==> config.mk <==
export PLATFORM = sky130hd
export DESIGN_NAME = bitmap_run_page_allocator_unit_flat
export DESIGN_NICKNAME = d
export VERILOG_FILES = /design/src/brpa_pkg.sv /design/src/brpa_if.sv /design/src/brpa_run_finder.sv /design/src/bitmap_run_page_allocator_unit.sv /design/src/flat_wrapper.sv
export SDC_FILE = /design/constraint.sdc
export NUM_CORES = 1
export LEC_CHECK = 0
export BUFFER_PORTS_ARGS = -buffer_cell sky130_fd_sc_hd__buf_4
export CAP_MARGIN = 20
export CORE_ASPECT_RATIO = 1.4
export CORE_UTILIZATION = 35
export CTS_CLUSTER_DIAMETER = 50
export CTS_CLUSTER_SIZE = 8
export DETAILED_ROUTE_END_ITERATION = 10
export PLACE_DENSITY = 0.47
export SLEW_MARGIN = 20
export SYNTH_ARGS = -nofsm -noshare
export SYNTH_HDL_FRONTEND = slang
export SYNTH_SLANG_ARGS = --single-unit
==> constraint.sdc <==
create_clock -name clk_i -period 8.5 [get_ports clk_i]
set_input_delay 1.7 -clock clk_i [delete_from_list [all_inputs] [get_ports clk_i]]
set_output_delay 1.7 -clock clk_i [all_outputs]
set_load 0.005 [all_outputs]
==> src/brpa_pkg.sv <==
// ----------------------------------------------------------------------------
// brpa_pkg
// shared widths, types and controller states of the bitmap run page allocator
// ----------------------------------------------------------------------------
package brpa_pkg;

  localparam int unsigned WORD_BITS     = 16;
  localparam int unsigned OFF_W         = 4;
  localparam int unsigned LEN_W         = 5;
  localparam int unsigned IDX_W         = 9;
  localparam int unsigned MAP_WORDS_DEF = 32;

  // run lengths outside 1..16 are rejected without a scan
  localparam logic [LEN_W-1:0] LEN_MIN = LEN_W'(1);
  localparam logic [LEN_W-1:0] LEN_MAX = LEN_W'(WORD_BITS);

  typedef enum logic [1:0] {
    ST_INIT,
    ST_IDLE,
    ST_SCAN,
    ST_DONE
  } brpa_state_e;

  // outcome of the search over one bitmap word
  typedef struct packed {
    logic                 hit;
    logic [OFF_W-1:0]     off;
    logic [WORD_BITS-1:0] bits;
  } brpa_fit_t;

endpackage

==> src/brpa_if.sv <==
// ----------------------------------------------------------------------------
// brpa_req_if / brpa_res_if
// valid/ready channels for allocation requests and their results
// ----------------------------------------------------------------------------
interface brpa_req_if;
  import brpa_pkg::*;

  logic             valid;
  logic             ready;
  logic [LEN_W-1:0] run_length;

  modport source (output valid, output run_length, input ready);
  modport sink   (input valid, input run_length, output ready);
endinterface

interface brpa_res_if;
  import brpa_pkg::*;

  logic             valid;
  logic             ready;
  logic             found;
  logic [IDX_W-1:0] page_index;

  modport source (output valid, output found, output page_index, input ready);
  modport sink   (input valid, input found, input page_index, output ready);
endinterface

==> src/brpa_run_finder.sv <==
// ----------------------------------------------------------------------------
// brpa_run_finder
// finds the lowest offset in one bitmap word where a run of clear bits fits
// ----------------------------------------------------------------------------
module brpa_run_finder
  import brpa_pkg::*;
(
  input  logic [WORD_BITS-1:0] word_i,
  input  logic [LEN_W-1:0]     run_length_i,
  output brpa_fit_t            fit_o
);

  logic [2*WORD_BITS-1:0] base_mask;
  logic [2*WORD_BITS-1:0] shifted;
  logic [LEN_W:0]         run_end;
  logic                   fits;

  assign base_mask = (32'(1) << run_length_i) - 32'(1);

  // walk from high to low so the lowest fitting offset wins
  always_comb begin
    fit_o = '0;
    for (int off = WORD_BITS - 1; off >= 0; off--) begin
      shifted = base_mask << off;
      run_end = (LEN_W + 1)'(off) + {1'b0, run_length_i};
      fits    = (run_end <= (LEN_W + 1)'(WORD_BITS)) &&
                ((word_i & shifted[WORD_BITS-1:0]) == '0);
      if (fits) begin
        fit_o.hit  = 1'b1;
        fit_o.off  = OFF_W'(off);
        fit_o.bits = word_i | shifted[WORD_BITS-1:0];
      end
    end
  end

endmodule

==> src/bitmap_run_page_allocator_unit.sv <==
// ----------------------------------------------------------------------------
// bitmap_run_page_allocator_unit
// first-fit allocator of page runs within 16-bit words of a page bitmap
// ----------------------------------------------------------------------------
// req_i carries run_length (1..16); res_o returns found and page_index, one
// result word per request, in request order. The bitmap sits in a single
// synchronous memory of MAP_WORDS x 16 bits, one read per cycle.
// After reset a clearing pass writes every word (word 0 gets page 0 marked
// as reserved); req_i is not ready until it ends. A request is scanned one
// bitmap word per cycle from word 0, stopping at the first hit or after the
// last word. An out of range run length completes without a scan, with
// found low. The matching run is written back in the cycle it is found, so
// the next request always sees it. A new request is not accepted until the
// current one is done.
// The result sits in an output register; a new request is accepted while it
// waits, and a finished result that cannot be placed holds the controller
// until res_o.ready frees the register.
// ----------------------------------------------------------------------------
module bitmap_run_page_allocator_unit
  import brpa_pkg::*;
#(
  parameter int unsigned MAP_WORDS = MAP_WORDS_DEF
) (
  input  logic       clk_i,
  input  logic       rst_ni,
  brpa_req_if.sink   req_i,
  brpa_res_if.source res_o
);

  localparam int unsigned AW = (MAP_WORDS > 1) ? $clog2(MAP_WORDS) : 1;
  localparam int unsigned CW = $clog2(MAP_WORDS + 1);
  localparam int unsigned PW = AW + OFF_W;
  localparam logic [AW-1:0] LAST_ADDR = AW'(MAP_WORDS - 1);

  logic [WORD_BITS-1:0] mem_q [MAP_WORDS];

  brpa_state_e state_q, state_d;
  logic [AW-1:0]        init_cnt_q, init_cnt_d;
  logic [CW-1:0]        rd_cnt_q, rd_cnt_d;
  logic                 chk_vld_q, chk_vld_d;
  logic [AW-1:0]        chk_addr_q;
  logic [WORD_BITS-1:0] rd_data_q;
  logic [LEN_W-1:0]     len_q, len_d;
  logic                 pend_found_q, pend_found_d;
  logic [IDX_W-1:0]     pend_idx_q, pend_idx_d;
  logic                 out_vld_q, out_vld_d;
  logic                 out_found_q;
  logic [IDX_W-1:0]     out_idx_q;
  logic                 out_load;

  logic                 rd_en;
  logic                 wr_en;
  logic [AW-1:0]        wr_addr;
  logic [WORD_BITS-1:0] wr_data;
  logic [PW-1:0]        hit_page;
  brpa_fit_t            fit;

  brpa_run_finder u_finder (
    .word_i       (rd_data_q),
    .run_length_i (len_q),
    .fit_o        (fit)
  );

  assign hit_page = {chk_addr_q, fit.off};

  always_comb begin
    state_d      = state_q;
    init_cnt_d   = init_cnt_q;
    rd_cnt_d     = rd_cnt_q;
    chk_vld_d    = 1'b0;
    len_d        = len_q;
    pend_found_d = pend_found_q;
    pend_idx_d   = pend_idx_q;
    out_load     = 1'b0;
    rd_en        = 1'b0;
    wr_en        = 1'b0;
    wr_addr      = chk_addr_q;
    wr_data      = fit.bits;
    req_i.ready  = 1'b0;

    unique case (state_q)
      ST_INIT: begin
        wr_en      = 1'b1;
        wr_addr    = init_cnt_q;
        wr_data    = (init_cnt_q == '0) ? WORD_BITS'(1) : '0;
        init_cnt_d = init_cnt_q + AW'(1);
        if (init_cnt_q == LAST_ADDR) begin
          state_d = ST_IDLE;
        end
      end
      ST_IDLE: begin
        req_i.ready = 1'b1;
        if (req_i.valid) begin
          len_d        = req_i.run_length;
          rd_cnt_d     = '0;
          pend_found_d = 1'b0;
          pend_idx_d   = '0;
          if (req_i.run_length < LEN_MIN || req_i.run_length > LEN_MAX) begin
            state_d = ST_DONE;
          end else begin
            state_d = ST_SCAN;
          end
        end
      end
      ST_SCAN: begin
        // read of the next word overlaps the check of the previous one
        rd_en     = (rd_cnt_q < CW'(MAP_WORDS));
        chk_vld_d = rd_en;
        if (rd_en) begin
          rd_cnt_d = rd_cnt_q + CW'(1);
        end
        if (chk_vld_q) begin
          if (fit.hit) begin
            wr_en        = 1'b1;
            pend_found_d = 1'b1;
            pend_idx_d   = IDX_W'(hit_page);
            state_d      = ST_DONE;
          end else if (chk_addr_q == LAST_ADDR) begin
            state_d = ST_DONE;
          end
        end
      end
      ST_DONE: begin
        if (!out_vld_q || res_o.ready) begin
          out_load = 1'b1;
          state_d  = ST_IDLE;
        end
      end
      default: state_d = ST_INIT;
    endcase

    out_vld_d = out_load || (out_vld_q && !res_o.ready);
  end

  assign res_o.valid      = out_vld_q;
  assign res_o.found      = out_found_q;
  assign res_o.page_index = out_idx_q;

  // bitmap memory
  always_ff @(posedge clk_i) begin
    if (wr_en) begin
      mem_q[wr_addr] <= wr_data;
    end
    if (rd_en) begin
      rd_data_q  <= mem_q[rd_cnt_q[AW-1:0]];
      chk_addr_q <= rd_cnt_q[AW-1:0];
    end
  end

  always_ff @(posedge clk_i or negedge rst_ni) begin
    if (!rst_ni) begin
      state_q    <= ST_INIT;
      init_cnt_q <= '0;
      rd_cnt_q   <= '0;
      chk_vld_q  <= 1'b0;
      out_vld_q  <= 1'b0;
    end else begin
      state_q    <= state_d;
      init_cnt_q <= init_cnt_d;
      rd_cnt_q   <= rd_cnt_d;
      chk_vld_q  <= chk_vld_d;
      out_vld_q  <= out_vld_d;
    end
  end

  always_ff @(posedge clk_i) begin
    len_q        <= len_d;
    pend_found_q <= pend_found_d;
    pend_idx_q   <= pend_idx_d;
    if (out_load) begin
      out_found_q <= pend_found_q;
      out_idx_q   <= pend_idx_q;
    end
  end

endmodule
==> src/flat_wrapper.sv <==
// flat-port wrapper written by rule: the top's interface ports become plain ports
module bitmap_run_page_allocator_unit_flat import brpa_pkg::*;
#(
  parameter int unsigned MAP_WORDS = MAP_WORDS_DEF
)
  (clk_i, rst_ni, req_i_valid, req_i_run_length, req_i_ready, res_o_valid, res_o_found, res_o_page_index, res_o_ready);
  brpa_req_if req_i_i ();
  brpa_res_if res_o_i ();
  input  logic clk_i;
  input  logic rst_ni;
  input wire logic [$bits(req_i_i.valid)-1:0] req_i_valid;
  input wire logic [$bits(req_i_i.run_length)-1:0] req_i_run_length;
  output wire logic [$bits(req_i_i.ready)-1:0] req_i_ready;
  output wire logic [$bits(res_o_i.valid)-1:0] res_o_valid;
  output wire logic [$bits(res_o_i.found)-1:0] res_o_found;
  output wire logic [$bits(res_o_i.page_index)-1:0] res_o_page_index;
  input wire logic [$bits(res_o_i.ready)-1:0] res_o_ready;
  assign req_i_i.valid = req_i_valid;
  assign req_i_i.run_length = req_i_run_length;
  assign req_i_ready = req_i_i.ready;
  assign res_o_valid = res_o_i.valid;
  assign res_o_found = res_o_i.found;
  assign res_o_page_index = res_o_i.page_index;
  assign res_o_i.ready = res_o_ready;
  bitmap_run_page_allocator_unit #(.MAP_WORDS(MAP_WORDS)) u_core (.clk_i(clk_i), .rst_ni(rst_ni), .req_i(req_i_i), .res_o(res_o_i));
endmodule
## After elaboration in Yosys (flattened, before gate mapping)

Memory sizes are Yosys's and may differ from the RTL's. A register that Yosys moved wholly into a read port is not among the register bits.
Index checks and enable logic that the tools add are counted.

- Flip-flop bits (word level): 45
- Memories: 1
- Output and inout port bits: 12
- Bits in writable memories: 512
- Bits of input ports: 9

- $lt $le $gt $ge: 19
- Add/subtract/negate cells: 18
- Bitwise gates (word level): 32
- Shift-type cells: 1
- Reductions and logical operators: 45
- Mux-type cells: 47
- Eq/ne operators: 12

Memory list:

| memory | depth | width | read ports | clocked after memory_dff | write ports | line | source |
|---|---|---|---|---|---|---|---|
| u_core.mem_q | 32 | 16 | 1 | 1 | 1 | bitmap_run_page_allocator_unit.sv:35 | `logic [WORD_BITS-1:0] mem_q [MAP_WORDS];` |

Operators by type and width:

| operator | count |
|---|---|
| $mux W21 | 16 |
| $and A16 B16 Y16 | 16 |
| $logic_not A16 Y1 | 16 |
| $or A16 B16 Y16 | 16 |
| $le A6 B5 Y1 const B | 15 |
| $add A4 B5 Y6 const A | 8 |
| $mux W9 | 3 |
| $add A3 B5 Y6 const A | 4 |
| $pmux W9 S2 | 1 |
| $logic_and A1 B1 Y1 | 17 |
| $mux W16 | 1 |
| $shl A1 B5 Y16 const A | 1 |
| $sub A16 B2 Y16 const B | 1 |
| $mux W1 | 13 |
| $add A2 B5 Y6 const A | 2 |
| $mux W2 | 6 |
| $mux W6 | 2 |
| $pmux W6 S2 | 1 |
| $eq A5 B5 Y1 const B | 2 |
| $ne A2 B1 Y1 const B | 5 |
| $pmux W2 S4 | 1 |
| $add A1 B5 Y6 const A | 1 |
| $add A6 B1 Y6 const B | 1 |
| $lt A6 B6 Y1 const B | 1 |
| 19 further kinds | 24 |

## Logic depth before layout (Yosys ltp)

- Word-level depth: 26
- Depth in mapped cells: 22
- Mapped depth without buffers: 14

## Hierarchy

A second synthesis with hierarchy kept.

- Cell total of the unflattened synthesis: 1908
- Area, all modules: 26970.9 sq um

By module, submodules not included:

| module | area an instance (sq um) | cells an instance | times used | seq. area each (sq um) |
|---|---|---|---|---|
| bitmap_run_page_allocator_unit | 22547.9 | 1246 | 1 | 17131.4 |
| brpa_run_finder | 4423.0 | 662 | 1 | 0.0 |

## Least setup slack after synthesis

OpenSTA, ideal clock, no wires.

- Path kind: reg-to-reg
- From: register u_core.len_q[4]
- To: memory u_core.mem_q[0][9], data pin
- Data required time: 7.934 ns
- Clock period less this slack: 6.350 ns
- Buffers on the path: 4
- Stages on the path, launching flop included: 18
- Arrival time: 5.784 ns
- Path slack: 2.150 ns
- Path through: edfxtp_1 or3_4 nor2_4 inv_2 clkbuf_1 ha_1 clkbuf_1 inv_1 clkbuf_1 a221o_1 a221oi_2 o2111ai_1 a2111o_1 nor3_1 clkbuf_1 nor4_1 o21ai_0 nor4b_1

- Cells in the longest elaborated chain, start to end: 22
- Elaborated cells on any way between the ends: 108

RTL lines:

| what | line | source |
|---|---|---|
| start, declared | bitmap_run_page_allocator_unit.sv:43 | `logic [LEN_W-1:0] len_q, len_d;` |
| start signal, assigned | bitmap_run_page_allocator_unit.sv:167 | `len_q <= len_d;` |
| $shl A1 B5 Y16 | brpa_run_finder.sv:18 | `assign base_mask = (32'(1) << run_length_i) - 32'(1);` |
| $sub A16 B2 Y16 | brpa_run_finder.sv:18 |  |
| $and A16 B16 Y16 | brpa_run_finder.sv:27 | `((word_i & shifted[WORD_BITS-1:0]) == '0);` |
| $logic_not A16 Y1 | brpa_run_finder.sv:27 |  |
| $logic_and A1 B1 Y1 | brpa_run_finder.sv:26 | `fits = (run_end <= (LEN_W + 1)'(WORD_BITS)) &&` |
| $mux W21 (15 in a row) | brpa_run_finder.sv:28 | `if (fits) begin` |
| $mux W21 * | brpa_run_finder.sv:28 |  |
| $mux W16 * | bitmap_run_page_allocator_unit.sv:81 | `unique case (state_q)` |
| net u_core.wr_data[9] | bitmap_run_page_allocator_unit.sv:54 | `logic [WORD_BITS-1:0] wr_data;` |
| end, declared | bitmap_run_page_allocator_unit.sv:35 |  |

Mark *: on every way through the listed nets, which the timed path passes. The rest lies on a longest branch.

## Final worst setup path

- From: register u_core.len_q[0]
- To: memory u_core.mem_q[24][6], enable pin

- Cells in the longest elaborated chain, start to end: 26
- Elaborated cells on any way between the ends: 102

RTL lines:

| what | line | source |
|---|---|---|
| $shl A1 B5 Y16 | brpa_run_finder.sv:18 |  |
| $sub A16 B2 Y16 | brpa_run_finder.sv:18 |  |
| $and A16 B16 Y16 | brpa_run_finder.sv:27 |  |
| $logic_not A16 Y1 | brpa_run_finder.sv:27 |  |
| $logic_and A1 B1 Y1 | brpa_run_finder.sv:26 |  |
| $mux W21 (15 in a row) | brpa_run_finder.sv:28 |  |
| $mux W21 * | brpa_run_finder.sv:28 |  |
| $mux W1 * | bitmap_run_page_allocator_unit.sv:113 | `if (fit.hit) begin` |
| $mux W1 * | bitmap_run_page_allocator_unit.sv:112 | `if (chk_vld_q) begin` |
| $pmux W1 S2 * | bitmap_run_page_allocator_unit.sv:81 |  |
| $mux W1 * | bitmap_run_page_allocator_unit.sv:141 | `if (wr_en) begin` |
| $mux W1 (implied by the code) * | bitmap_run_page_allocator_unit.sv:142 | `mem_q[wr_addr] <= wr_data;` |

Every way passes the cells marked *; elsewhere a longest branch is shown, timed or not.

==> metrics <==
run status=finished clean; post-synthesis sequential area ratio=between 60% and 70%; clock skew=approximately 25 ps; #FFs+latches synth=~570; number of vias per cell=between 5 and 6; CP endpoint kind=flop; Power Total=just under 10 mW; RR Startpoint=u_core.len_q[0]; final non-filler cell total=2639; clk root buf=clkbuf_16; ant diodes=0; # IOs=21; WL/cell=30.2 microns; wire length on met2=approximately 40000 microns; share of layout cells above drive strength 1=between 20% and 30%; Max-cap violations=0; RSZ-0062 raised after global routing=no; routed wire length=approximately 80000 microns; worst-skew pair later-pin latency=just over 600 ps; Worst Hold End=u_core.res_o.page_index[8]; CTS buffer count=~80; CP Class=flop to flop; Worst Path Arrival=about 7100 ps; Avg Cell Area, Syn=between 15 and 20 sq um; Post-DRT Antenna Nets=0; fin nets=around 1700; first-iteration detailed-routing DRC count=about 1600; port bufs=20; via count=15700; fill cell count=slightly below 7000; total global-route track usage=between 20% and 30%; drt drc=0; Cell Pwr Density=~320 mW/mm^2; CP Max Fanout=37; FFs w/ async S/R, synth=roughly 2.6%; first-pass GRT wire length=116000 microns; post-synth cell types=about 110; gr ovfl total=0; max layer used=met4; die area=approximately 0.077 sq mm; post-CTS resize count=0; fmax=roughly 0.14 GHz; relative slew slack=between 20% and 30%; Post-Syn Nets=about 1700; hold path startpoint=u_core.pend_idx_q[8]; R2R setup slack=1580 ps; min-delay worst type=flop to flop; CORE AREA=0.0753 sq mm; Initial Utilization=between 30 and 40%; VDD IR-drop max=approximately 0.16 mV; initial antenna violation count=0; RR Endpoint=u_core.mem_q[24][6]; largest net degree at the start of global routing=roughly 100; drt first pass iters=5; CTS tree=yes; Mapped Cells=between 1500 and 2000; synth-to-layout area growth=13.1%; setup_tns=0 ps; Die W=roughly 240 microns; row count=119; global placement routability congestion=0.904; clock buffer depth=3; max-slew violations=0; Clock Sinks=~570; Post-synth EDFFs=between 500 and 600; worst slew pin tran=between 1000 and 1500 ps; number of global-route vias before repair=between 15000 and 20000; DP Area=about 0.028 sq mm; fin crit share=81.4%; post-route cell area=0.0302 sq mm; Final Hold Vio Count=0; Max H-tree Level=3; met3 wire length=between 3000 and 4000 microns; Pleak=between 9 and 10 nW; Die Span Y=~330 microns; ys flop type=edfxtp_1; element type at the critical path start=flop; Min Clock Period, post-route=~6900 ps; synthesized cell area=around 0.027 sq mm; DP HPWL=51900 microns; Final Setup Violations=0; clock-pin slew on the worst setup and hold paths=50 ps; Worst Reg-to-Reg Cells=15; Yosys Warn Count=0; hold_buf cts=0; Hold Path Cell Cnt=0; Data required, critical path=just under 9000 ps; metal1 wirelength=approximately 32000 microns; Placed Instances=2536; postcts setup bufs=0
## metal layers
layer,global-route usage (%),vias up
li1,-,6735
met1,25.4,8222
met2,36.7,568
met3,2.55,191
met4,9.92,0
met5,0,-
## worst max-delay path: stages (launching register included)
cell and delay (ps):
edfxtp_1 350, buf_4 260, or2_1 450, nor2_4 430
inv_2 260, ha_1 820, inv_1 420, a221o_1 420
a221oi_2 170, o2111ai_1 150, a2111o_1 430, or3_1 380
buf_4 250, a41oi_4 410, a32oi_4 410, nor2_2 870
## metrics by stage
stage          util (%)  worst slack, ps  hold WS, ps
6_report           40.0             1580          416
5_1_grt            40.0             1280          429
4_1_cts            40.0             1620          417
3_5_place_dp       37.1             1640          405
3_3_place_gp       37.1             1700          403
2_1_floorplan         -             2150          400
## report_power, final
group / switching, mW / total, mW / internal (mW)
logic: 1.93 / 2.93 / 0.998
registers: 0.211 / 3.92 / 3.71
clock network: 1.11 / 2.89 / 1.79
## registers in the layout, indices dropped and copies added, names as in the netlist
register                 cells
u_core.chk_addr_q            5
u_core.chk_vld_q             1
u_core.init_cnt_q            5
u_core.len_q                 5
u_core.mem_q               512
u_core.pend_found_q          1
u_core.pend_idx_q            9
u_core.rd_cnt_q              6
u_core.rd_data_q            16
u_core.res_o.found           1
u_core.res_o.page_index      9
u_core.res_o.valid           1
u_core.state_q               2
## kinds of logic after synthesis
| kind of cell | after synthesis | share of synthesized area [%] |
|---|---|---|
| flip-flops | 573 | 64.3 |
| AO/OA/AOI/OAI | 335 | 9.86 |
| AND/OR/NAND/NOR | 333 | 6.42 |
| multiplexers | 197 | 15.0 |
| buffers and inverters | 153 | 2.57 |
| adder cells (fa/ha/maj) | 26 | 1.22 |
| XOR/XNOR | 18 | 0.662 |
## how the worst max path moves through the flow
stage	from	to	slack (ps)	depth (start not counted)
5_1_grt	u_core.len_q[0]	u_core.mem_q[15][0]	1280	15
3_3_place_gp	u_core.len_q[0]	u_core.mem_q[20][14]	1700	15
3_5_place_dp	u_core.len_q[0]	u_core.mem_q[24][14]	1640	15
2_1_floorplan	u_core.len_q[4]	u_core.mem_q[0][9]	2150	17
4_1_cts	u_core.len_q[0]	u_core.mem_q[20][10]	1620	15
6_report	u_core.len_q[0]	u_core.mem_q[24][6]	1580	15
## cell usage after synthesis, drive strengths merged, types with 12 or more instances
cell / instances / share of area [%]
a211oi: 15 / 0.46
a21oi: 45 / 0.84
o2111ai: 14 / 0.46
xnor2: 12 / 0.39
o221ai: 13 / 0.45
clkbuf: 65 / 0.92
edfxtp: 558 / 63
a221oi: 23 / 0.83
mux2i: 14 / 0.53
a31oi: 25 / 0.70
mux2: 23 / 0.97
mux4: 160 / 14
nor2: 87 / 1.3
dfrtp: 15 / 1.4
o21ai: 60 / 1.1
nand3: 26 / 0.49
inv: 29 / 0.41
buf: 56 / 1.2
nor3: 27 / 0.53
nand2: 90 / 1.3
nor2b: 12 / 0.29
and2: 19 / 0.45
o211ai: 15 / 0.51
a22oi: 12 / 0.36
ha: 26 / 1.2
## cell type report
class	count	area, sq um	area share, %
repair buffers	54	418	1.39
flip-flops and latches	573	17100	56.9
clock inverters	4	60.1	0.199
inverters	32	120	0.398
clock buffers	99	2170	7.19
multi-input cells	909	9030	30.0
well taps	968	1210	4.02
## cell usage in the layout, fill, tap and decap left out, types with 12 or more instances in the layout
| master | n |
|---|---|
| o2111ai_1 | 14 |
| a221oi_1 | 18 |
| a31oi_1 | 21 |
| buf_4 | 53 |
| inv_1 | 28 |
| a21oi_1 | 44 |
| and2_1 | 19 |
| ha_1 | 26 |
| o221ai_1 | 12 |
| nor3_1 | 26 |
| edfxtp_1 | 558 |
| mux2_2 | 23 |
| nand2_1 | 88 |
| clkbuf_16 | 84 |
| nor2_1 | 53 |
| xnor2_1 | 12 |
| o21ai_0 | 56 |
| mux2i_1 | 14 |
| clkbuf_1 | 14 |
| nand3_1 | 26 |
| nor2_2 | 33 |
| o211ai_1 | 12 |
| mux4_2 | 160 |
| a211oi_1 | 13 |
Power figures use the tool's default switching activity.
